===== config.mk =====
export PLATFORM = sky130hd
export DESIGN_NAME = seat_reservation_table_unit
export DESIGN_NICKNAME = d
export VERILOG_FILES = /design/src/rtl/srt_pkg.sv /design/src/rtl/srt_store.sv /design/src/rtl/srt_engine.sv /design/src/rtl/seat_reservation_table_unit.sv
export SDC_FILE = /design/constraint.sdc
export NUM_CORES = 2
export LEC_CHECK = 0
export ABC_AREA = 1
export BUFFER_PORTS_ARGS = -buffer_cell sky130_fd_sc_hd__buf_2
export CAP_MARGIN = 20
export CORE_UTILIZATION = 26
export CTS_BUF_LIST = sky130_fd_sc_hd__clkbuf_2 sky130_fd_sc_hd__clkbuf_4 sky130_fd_sc_hd__clkbuf_8
export DETAILED_ROUTE_END_ITERATION = 8
export SKIP_LAST_GASP = 1
export SYNTH_ARGS = -nofsm -noshare
export SYNTH_HDL_FRONTEND = slang
export SYNTH_HIERARCHICAL = 1
export SYNTH_SLANG_ARGS = --single-unit

===== constraint.sdc =====
create_clock -name clk -period 22.5 [get_ports clk]
set_input_delay 0 -clock clk [delete_from_list [all_inputs] [get_ports clk]]
set_output_delay 0 -clock clk [all_outputs]
set_load 0.02 [all_outputs]

===== src/rtl/srt_pkg.sv =====
// ----------------------------------------------------------------------------
// srt_pkg: shared types and codes for the seat reservation table
// Beat structs, entry word layout, command and status codes, and the
// controller state encoding.
// ----------------------------------------------------------------------------
`default_nettype none

package srt_pkg;

  // Default table depth
  localparam int TABLE_DEPTH_DEF = 64;

  // Field widths
  localparam int CMD_W    = 2;
  localparam int KEY_W    = 16;
  localparam int SEATS_W  = 16;
  localparam int TAG_W    = 27;
  localparam int SLOT_W   = 6;
  localparam int STAT_W   = 3;
  localparam int REFUSE_W = 20;

  localparam logic [REFUSE_W-1:0] REFUSED_MAX = {REFUSE_W{1'b1}};

  // Command codes
  localparam logic [CMD_W-1:0] CMD_LOAD    = 2'd0;
  localparam logic [CMD_W-1:0] CMD_SORT    = 2'd1;
  localparam logic [CMD_W-1:0] CMD_REQUEST = 2'd2;
  localparam logic [CMD_W-1:0] CMD_READ    = 2'd3;

  // Status codes
  localparam logic [STAT_W-1:0] STAT_LOADED     = 3'd0;
  localparam logic [STAT_W-1:0] STAT_SORTED     = 3'd1;
  localparam logic [STAT_W-1:0] STAT_GRANTED    = 3'd2;
  localparam logic [STAT_W-1:0] STAT_REFUSED    = 3'd3;
  localparam logic [STAT_W-1:0] STAT_NOT_FOUND  = 3'd4;
  localparam logic [STAT_W-1:0] STAT_REPORT     = 3'd5;
  localparam logic [STAT_W-1:0] STAT_TABLE_FULL = 3'd6;

  // Input beat
  typedef struct packed {
    logic [CMD_W-1:0]   command;
    logic [KEY_W-1:0]   key_code;
    logic [SEATS_W-1:0] seat_count;
    logic [TAG_W-1:0]   requester_id;
    logic [SLOT_W-1:0]  slot_index;
  } in_beat_t;

  // Result beat
  typedef struct packed {
    logic [STAT_W-1:0]   status;
    logic [TAG_W-1:0]    requester_tag;
    logic [KEY_W-1:0]    out_key;
    logic [SEATS_W-1:0]  out_seats;
    logic [REFUSE_W-1:0] out_refused;
    logic [SLOT_W-1:0]   out_slot;
  } out_beat_t;

  // One table entry as stored in memory
  typedef struct packed {
    logic [KEY_W-1:0]    key;
    logic [SEATS_W-1:0]  capacity;
    logic [REFUSE_W-1:0] refused;
  } entry_t;

  // Controller states
  typedef enum logic [3:0] {
    S_IDLE,
    S_EXEC,
    S_RD_WAIT,
    S_REQ_CHK,
    S_SORT_RD0,
    S_SORT_LD0,
    S_SORT_CMP,
    S_SORT_WB,
    S_EMIT
  } state_t;

endpackage

`default_nettype wire


===== src/rtl/srt_store.sv =====
// ----------------------------------------------------------------------------
// srt_store: entry memory of the seat reservation table
// One write port and one read port; read data is registered.
// ----------------------------------------------------------------------------
`default_nettype none

module srt_store #(
  parameter int DEPTH = srt_pkg::TABLE_DEPTH_DEF,
  parameter int AW    = $clog2(DEPTH)
) (
  input  wire logic            clk,
  input  wire logic            we,
  input  wire logic [AW-1:0]   waddr,
  input  wire srt_pkg::entry_t wdata,
  input  wire logic            re,
  input  wire logic [AW-1:0]   raddr,
  output srt_pkg::entry_t      rdata
);

  srt_pkg::entry_t mem [DEPTH];

  // Write port
  always_ff @(posedge clk) begin
    if (we) begin
      mem[waddr] <= wdata;
    end
  end

  // Registered read port
  always_ff @(posedge clk) begin
    if (re) begin
      rdata <= mem[raddr];
    end
  end

endmodule

`default_nettype wire


===== src/rtl/srt_engine.sv =====
// ----------------------------------------------------------------------------
// srt_engine: command sequencer for the seat reservation table
// Runs load, sort, request and read commands against the entry memory, with
// request and sort by read-modify-write, and hands one result beat to the output stage.
// ----------------------------------------------------------------------------
`default_nettype none

module srt_engine #(
  parameter int TABLE_DEPTH = srt_pkg::TABLE_DEPTH_DEF
) (
  input  wire logic              clk,
  input  wire logic              rst,
  // command side
  input  wire logic              in_valid,
  output logic                   in_stall,
  input  wire srt_pkg::in_beat_t in_beat,
  // result side
  output logic                   res_valid,
  input  wire logic              res_taken,
  output srt_pkg::out_beat_t     res
);

  localparam int IW = $clog2(TABLE_DEPTH);
  localparam int CW = $clog2(TABLE_DEPTH + 1);
  localparam logic [CW-1:0] DEPTH_C = CW'(TABLE_DEPTH);
  localparam int REFW = srt_pkg::REFUSE_W;

  srt_pkg::state_t state, state_next;

  // Registers
  srt_pkg::in_beat_t  beat;
  srt_pkg::out_beat_t res_next;
  logic               res_load;
  logic [CW-1:0]      count;
  logic               count_inc;
  logic [CW-1:0]      lo, hi1;
  logic [IW-1:0]      mid_q;
  srt_pkg::entry_t    cur;
  logic [IW-1:0]      j;
  logic [IW-1:0]      last;
  logic               moved;

  // Memory port
  logic               mem_we, mem_re;
  logic [IW-1:0]      mem_waddr, mem_raddr;
  srt_pkg::entry_t    mem_wdata, mem_rdata;

  // Search probe: bounds to try now and the midpoint they give
  logic [CW-1:0]      srch_lo, srch_hi;
  logic [CW:0]        span_sum;
  logic [IW-1:0]      srch_mid;
  logic               probe_go;

  // Compare results and derived values
  logic               key_eq, key_lt, grant, do_swap;
  logic [REFW:0]      refused_sum;
  logic [srt_pkg::REFUSE_W-1:0] refused_sat;
  logic               table_full, slot_ok;
  logic [IW-1:0]      last_dec;
  logic               take;

  srt_store #(
    .DEPTH (TABLE_DEPTH),
    .AW    (IW)
  ) u_store (
    .clk   (clk),
    .we    (mem_we),
    .waddr (mem_waddr),
    .wdata (mem_wdata),
    .re    (mem_re),
    .raddr (mem_raddr),
    .rdata (mem_rdata)
  );

  assign take = in_valid && !in_stall;

  // Shared compare and arithmetic
  always_comb begin
    key_eq      = (mem_rdata.key == beat.key_code);
    key_lt      = (beat.key_code < mem_rdata.key);
    grant       = (mem_rdata.capacity >= beat.seat_count);
    do_swap     = (cur.key > mem_rdata.key);
    refused_sum = (REFW + 1)'(mem_rdata.refused) + (REFW + 1)'(beat.seat_count);
    refused_sat = refused_sum[REFW] ? srt_pkg::REFUSED_MAX : refused_sum[REFW-1:0];
    table_full  = (count >= DEPTH_C);
    slot_ok     = (32'(beat.slot_index) < 32'(count));
    last_dec    = last - IW'(1);
  end

  // Search bounds: fresh range on a new request, narrowed range after a miss
  always_comb begin
    if (state == srt_pkg::S_REQ_CHK) begin
      srch_lo = key_lt ? lo : (CW'(mid_q) + CW'(1));
      srch_hi = key_lt ? CW'(mid_q) : hi1;
    end else begin
      srch_lo = '0;
      srch_hi = count;
    end
    span_sum = (CW + 1)'(srch_lo) + (CW + 1)'(srch_hi) - (CW + 1)'(1);
    srch_mid = IW'(span_sum >> 1);
  end

  // Next state
  always_comb begin
    state_next = state;
    unique case (state)
      srt_pkg::S_IDLE: begin
        if (take) state_next = srt_pkg::S_EXEC;
      end
      srt_pkg::S_EXEC: begin
        unique case (beat.command)
          srt_pkg::CMD_LOAD:    state_next = srt_pkg::S_EMIT;
          srt_pkg::CMD_SORT:    state_next = (count < CW'(2)) ? srt_pkg::S_EMIT
                                                              : srt_pkg::S_SORT_RD0;
          srt_pkg::CMD_REQUEST: state_next = (srch_lo < srch_hi) ? srt_pkg::S_REQ_CHK
                                                                 : srt_pkg::S_EMIT;
          srt_pkg::CMD_READ:    state_next = slot_ok ? srt_pkg::S_RD_WAIT
                                                     : srt_pkg::S_EMIT;
          default:              state_next = srt_pkg::S_EMIT;
        endcase
      end
      srt_pkg::S_RD_WAIT: state_next = srt_pkg::S_EMIT;
      srt_pkg::S_REQ_CHK: begin
        if (key_eq || !(srch_lo < srch_hi)) state_next = srt_pkg::S_EMIT;
      end
      srt_pkg::S_SORT_RD0: state_next = srt_pkg::S_SORT_LD0;
      srt_pkg::S_SORT_LD0: state_next = srt_pkg::S_SORT_CMP;
      srt_pkg::S_SORT_CMP: begin
        if (j + IW'(1) == last) state_next = srt_pkg::S_SORT_WB;
      end
      srt_pkg::S_SORT_WB: begin
        state_next = (moved && last_dec != '0) ? srt_pkg::S_SORT_RD0 : srt_pkg::S_EMIT;
      end
      srt_pkg::S_EMIT: begin
        if (res_taken) state_next = srt_pkg::S_IDLE;
      end
      default: state_next = srt_pkg::S_IDLE;
    endcase
  end

  // Outputs: memory control, result beat, handshake
  always_comb begin
    in_stall  = 1'b1;
    res_valid = 1'b0;
    mem_we    = 1'b0;
    mem_waddr = '0;
    mem_wdata = mem_rdata;
    mem_re    = 1'b0;
    mem_raddr = '0;
    res_load  = 1'b0;
    count_inc = 1'b0;
    probe_go  = 1'b0;
    res_next  = '0;
    res_next.requester_tag = beat.requester_id;

    unique case (state)
      srt_pkg::S_IDLE: in_stall = 1'b0;

      srt_pkg::S_EXEC: begin
        unique case (beat.command)
          // append an entry, or report a full table
          srt_pkg::CMD_LOAD: begin
            res_load       = 1'b1;
            res_next.out_key = beat.key_code;
            if (table_full) begin
              res_next.status = srt_pkg::STAT_TABLE_FULL;
            end else begin
              mem_we             = 1'b1;
              mem_waddr          = IW'(count);
              mem_wdata.key      = beat.key_code;
              mem_wdata.capacity = beat.seat_count;
              mem_wdata.refused  = '0;
              count_inc          = 1'b1;
              res_next.status    = srt_pkg::STAT_LOADED;
              res_next.out_seats = beat.seat_count;
              res_next.out_slot  = srt_pkg::SLOT_W'(count);
            end
          end
          // report at once if too short to sort, else start the sort passes
          srt_pkg::CMD_SORT: begin
            res_next.status = srt_pkg::STAT_SORTED;
            res_load        = (count < CW'(2));
          end
          // first probe of the search, or not found on an empty table
          srt_pkg::CMD_REQUEST: begin
            if (srch_lo < srch_hi) begin
              probe_go  = 1'b1;
              mem_re    = 1'b1;
              mem_raddr = srch_mid;
            end else begin
              res_load         = 1'b1;
              res_next.status  = srt_pkg::STAT_NOT_FOUND;
              res_next.out_key = beat.key_code;
            end
          end
          srt_pkg::CMD_READ: begin
            if (slot_ok) begin
              mem_re    = 1'b1;
              mem_raddr = IW'(beat.slot_index);
            end else begin
              res_load          = 1'b1;
              res_next.status   = srt_pkg::STAT_NOT_FOUND;
              res_next.out_slot = beat.slot_index;
            end
          end
          default: ;
        endcase
      end

      // entry report from memory
      srt_pkg::S_RD_WAIT: begin
        res_load             = 1'b1;
        res_next.status      = srt_pkg::STAT_REPORT;
        res_next.out_key     = mem_rdata.key;
        res_next.out_seats   = mem_rdata.capacity;
        res_next.out_refused = mem_rdata.refused;
        res_next.out_slot    = beat.slot_index;
      end

      // search step: hit updates the entry, miss narrows and probes again or reports not found
      srt_pkg::S_REQ_CHK: begin
        if (key_eq) begin
          res_load          = 1'b1;
          mem_we            = 1'b1;
          mem_waddr         = mid_q;
          res_next.out_key  = beat.key_code;
          res_next.out_slot = srt_pkg::SLOT_W'(mid_q);
          if (grant) begin
            mem_wdata.capacity   = mem_rdata.capacity - beat.seat_count;
            res_next.status      = srt_pkg::STAT_GRANTED;
            res_next.out_seats   = beat.seat_count;
            res_next.out_refused = mem_rdata.refused;
          end else begin
            mem_wdata.refused    = refused_sat;
            res_next.status      = srt_pkg::STAT_REFUSED;
            res_next.out_seats   = mem_rdata.capacity;
            res_next.out_refused = refused_sat;
          end
        end else if (srch_lo < srch_hi) begin
          probe_go  = 1'b1;
          mem_re    = 1'b1;
          mem_raddr = srch_mid;
        end else begin
          res_load         = 1'b1;
          res_next.status  = srt_pkg::STAT_NOT_FOUND;
          res_next.out_key = beat.key_code;
        end
      end

      srt_pkg::S_SORT_RD0: begin
        mem_re    = 1'b1;
        mem_raddr = '0;
      end

      srt_pkg::S_SORT_LD0: begin
        mem_re    = 1'b1;
        mem_raddr = j + IW'(1);
      end

      // keep the smaller at j, carry the larger; prefetch j+2
      srt_pkg::S_SORT_CMP: begin
        mem_we    = 1'b1;
        mem_waddr = j;
        mem_wdata = do_swap ? mem_rdata : cur;
        if (j + IW'(1) != last) begin
          mem_re    = 1'b1;
          mem_raddr = j + IW'(2);
        end
      end

      // park the carried entry at the end of the pass
      srt_pkg::S_SORT_WB: begin
        mem_we          = 1'b1;
        mem_waddr       = last;
        mem_wdata       = cur;
        res_next.status = srt_pkg::STAT_SORTED;
        res_load        = !(moved && last_dec != '0);
      end

      srt_pkg::S_EMIT: res_valid = 1'b1;

      default: ;
    endcase
  end

  // Control registers
  always_ff @(posedge clk) begin
    if (rst) begin
      state <= srt_pkg::S_IDLE;
      count <= '0;
    end else begin
      state <= state_next;
      if (count_inc) count <= count + CW'(1);
    end
  end

  // Datapath registers
  always_ff @(posedge clk) begin
    if (take) beat <= in_beat;
    if (res_load) res <= res_next;
    if (probe_go) begin
      lo    <= srch_lo;
      hi1   <= srch_hi;
      mid_q <= srch_mid;
    end
    unique case (state)
      srt_pkg::S_EXEC:     last <= IW'(count - CW'(1));
      srt_pkg::S_SORT_RD0: begin
        j     <= '0;
        moved <= 1'b0;
      end
      srt_pkg::S_SORT_LD0: cur <= mem_rdata;
      srt_pkg::S_SORT_CMP: begin
        cur   <= do_swap ? cur : mem_rdata;
        moved <= moved | do_swap;
        j     <= j + IW'(1);
      end
      srt_pkg::S_SORT_WB:  last <= last_dec;
      default: ;
    endcase
  end

endmodule

`default_nettype wire


===== src/rtl/seat_reservation_table_unit.sv =====
// ----------------------------------------------------------------------------
// seat_reservation_table_unit: keyed seat capacity table
// Loads (key, capacity) entries, sorts them by key, serves reservation
// requests by binary search and reports entries by slot.
//
//   channel | direction | handshake          | payload
//   --------+-----------+--------------------+--------------------
//   req     | in        | req_valid/req_stall | srt_pkg::in_beat_t
//   rsp     | out       | rsp_valid/rsp_stall | srt_pkg::out_beat_t
//
// One command is in work at a time. Load writes one entry; read fetches
// one slot; request probes until a hit or an empty search range. Sort
// passes read slots 0 and 1, compare each pair, write back the carried entry,
// and repeat until no swap; all via the entry memory's single read port. The
// next beat is taken in the cycle after the result moves to the output
// register; a stalled one holds the result in the sequencer and stalls input.
// Reset clears the entry count; memory contents need no clearing.
// ----------------------------------------------------------------------------
`default_nettype none

module seat_reservation_table_unit #(
  parameter int TABLE_DEPTH = srt_pkg::TABLE_DEPTH_DEF
) (
  input  wire logic               clk,
  input  wire logic               rst,
  input  wire logic               req_valid,
  output logic                    req_stall,
  input  wire srt_pkg::in_beat_t  req,
  output logic                    rsp_valid,
  input  wire logic               rsp_stall,
  output srt_pkg::out_beat_t      rsp
);

  logic               res_valid;
  logic               res_taken;
  srt_pkg::out_beat_t res;

  srt_engine #(
    .TABLE_DEPTH (TABLE_DEPTH)
  ) u_engine (
    .clk       (clk),
    .rst       (rst),
    .in_valid  (req_valid),
    .in_stall  (req_stall),
    .in_beat   (req),
    .res_valid (res_valid),
    .res_taken (res_taken),
    .res       (res)
  );

  // Output register: takes a result when empty or being drained
  assign res_taken = res_valid && (!rsp_valid || !rsp_stall);

  always_ff @(posedge clk) begin
    if (rst) begin
      rsp_valid <= 1'b0;
    end else if (res_taken) begin
      rsp_valid <= 1'b1;
    end else if (!rsp_stall) begin
      rsp_valid <= 1'b0;
    end
  end

  always_ff @(posedge clk) begin
    if (res_taken) rsp <= res;
  end

endmodule

`default_nettype wire


==> results_dict.tcl <==
set metrics [dict create \
    fin_crit_ns 9.080 \
    ctsResizeCount 0 \
    pwr-share-seq_pct 52.5 \
    synthFlopType "edfxtp_1" \
    critPathArrivalTime_ns 10.16 \
    worst_slew_pin_slew_ns 1.334 \
    fillCellCount 59020 \
    cts_tree "done" \
    clock_power_share_pct 36.1 \
    final_layout_size_suffix_gt1_share_pct 11.48 \
    synthTopCellsByArea "edfxtp_1 (73%), nand3_1 (10%), nand2_1 (9.8%), buf_2 (1.4%), ha_1 (0.79%)" \
    worst_path_most_repeated_cell "nand2_1" \
    grt_overflow 0 \
    wl_per_cell_um 22.86 \
    fin_nets 13404 \
    cts.reportedPaths.clkPinSlew_ns 0.06 \
    synth_top_area_cell "edfxtp_1" \
    placed_cell_area_mm2 0.1633 \
    crit_slowest_cell "buf_4" \
    viasPerCell 4.943 \
    status "finished clean" \
    finalSetupViolCount 0 \
    avgSynthCellArea_um2 11.95 \
    dpl.hpwl_um 257100 \
    antenna_found_initial 13 \
    crit_path_end_kind "flip-flop" \
    cts_buffers 613 \
    criticalPathCategory "reg -> reg" \
    start_kind "flip-flop" \
    final_area_mm2 0.1767 \
    drtIter0Drc 14023 \
    max_freq_ghz 0.1101 \
    dieWidth_um 769.8 \
    ys_ff_latch 3720 \
    dieArea_mm2 0.5925 \
    dp_cells 20237 \
    dr.pass1.iters 8 \
    p_comb_share_pct 11.5 \
    worst-path-stages 34 \
    grt_setup_unrepaired "false" \
    synth_top_area_share_pct 72.65 \
    critPathMaxFanout 148 \
    hold_violations 0 \
    fin_skew_ns 0.09238 \
    max-slew-margin-rel_pct 10.15 \
    async_flop_share_pct 0 \
    vdd_drop_max_mv 0.06617 \
    power.switching_uw 4268 \
    hold_depth 3 \
    synth.distinct_cells 61 \
    worstHoldPathType "in -> reg" \
    worstPathRequired_ns 23.58 \
    area_growth_pct 15.27 \
    die_y_um 769.8 \
    layout_commonest_cell "nand2_1" \
    synth.cell_area_mm2 0.1533 \
    crit_family "buffers and inverters" \
    final_cell_mix "nand2_1 (3,992), edfxtp_1 (3,708), nand3_1 (3,144)" \
    ant_nets 0 \
    drc_errors 0 \
    instances_no_fill 21481 \
    intPower_uw 11740 \
    grt_usage_pct 15.77 \
    clockBufferDepth 4 \
    r2r_cells 34 \
    grt_pass1_vias 99261 \
    grt_pass1_wl_um 700600 \
    initial_utilization_pct 26.13 \
    cts_setup_buffers 0 \
    max_stage_delay_ns 0.84 \
    root_buffer "clkbuf_8" \
    synthesis.nets 12992 \
    grt_max_degree 207 \
    clock-sinks 3720 \
    htree_levels 6 \
    crit_buf_inv 10 \
    postSynthCellCount 12821 \
    place_ws_ns 13.62 \
    num_rows 281 \
    io_pins 161 \
    yosys_warnings 6 \
    leakagePower_uw 0.06086 \
    swShare_pct 26.66 \
    vias 106172 \
    ys_seq_area_share_pct 72.81 \
    clock_latency_ns 1.21 \
    core_mm2 0.5864 \
    ctsHoldBuffers 158 \
    setup_slack_ns 13.42 \
    finalMaxSlewViolations 0 \
    p_per_area_mw_per_mm2 90.63 \
    wl_um 491100 \
    setup_tns_ns 0 \
    port-buffer-count 160 \
    fin_crit_sh_pct 40.35 \
    gp_congestion 0.8648 \
    cap_viol_max_count 0 \
    synth_edf_count 3708 \
]
-- power groups by stage --
| stage | registers (µW) | logic [µW] | clock network, µW |
|---|---|---|---|
| floorplan | 8620 | 976 | 0 |
| global placement | 8540 | 1760 | 0 |
| detailed placement | 8540 | 1780 | 0 |
| CTS | 8400 | 1810 | 5850 |
| global route | 8410 | 1970 | 6130 |
| finish | 8400 | 1830 | 5770 |
-- layout make-up --
type                            count  area (µm²)  share of cell area (%)
Antenna cell                        5       12.51                0.007082
Clock buffer                      836       10150                   5.745
Clock inverter                    240        1533                  0.8676
Inverter                          227       897.1                  0.5078
Multi-Input combinational cell   8073       38070                   21.55
Sequential cell                  3720      111600                   63.16
Tap cell                         7782        9737                   5.512
Timing Repair Buffer              598        4674                   2.646
-- registers in the layout (all words and copies together), names as in the netlist, 52 cells and up --
register / count
u_engine/u_store/mem: 3328
rsp: 88
u_engine/res: 88
u_engine/beat: 67
u_engine/cur: 52
u_engine/u_store/rdata: 52
-- worst reg2reg max path, delay by kind of cell, from the launching register on --
kind	cells	cell delay, ns
simple gates	16	2.48
fa+ha+maj	2	0.58
flops	1	0.45
buf+inv	10	4.65
compound gates	6	0.88
-- path summary, 6_finish.rpt --
path / start / end / slack [ns]
max: u_engine/u_store/rdata[50] / u_engine/u_store/rdata[3] / 13.42
min: req[9] / u_engine/beat[9] / 0.12
max reg2reg: u_engine/u_store/rdata[50] / u_engine/u_store/rdata[3] / 13.42
min reg2reg: u_engine/res[73] / rsp[73] / 0.39
-- logic make-up after synthesis --
logic type,share of synthesized area [%]
adder cells (fa/ha/maj),0.8311
flip-flops,72.81
AO/OA/AOI/OAI,2.028
XOR/XNOR,0.2343
buffers and inverters,3.185
AND/OR/NAND/NOR,20.91
multiplexers,0.006531
-- stage by stage --
step / hold slack [ns] / total power (µW) / util (%)
after CTS: 0.001424 / 16060 / 30.11
after detailed placement: 0.1785 / 10320 / 27.85
after global placement: 0.1778 / 10300 / 27.85
after global routing: 0.05941 / 16500 / 30.12
final: 0.1225 / 16010 / 30.12
after floorplan: 0.06244 / 9598 / -
-- synthesized netlist by cell type, types with 15 or more instances --
library cell  number
a31oi_1           17
buf_4             96
buf_2            437
ha_1              97
nand3_1         3149
xor2_1            32
nand2_1         3995
inv_1            211
o21ai_1           34
buf_1             69
o21ai_0          161
o211ai_1          29
buf_6             15
clkbuf_1         184
nor2_1           196
nor4_1            16
nand4_1           18
a21oi_1          145
edfxtp_1        3708
o2111ai_1         31
-- layer usage --
metal	vias to the layer above	global-route usage, %	wire [µm]
met4	4	5.885	19680
met1	52484	21.29	197900
li1	46656	-	-
met2	5905	25.07	222200
met5	-	0	34
met3	1123	3.148	51240
(Power assumes the default switching activity.)
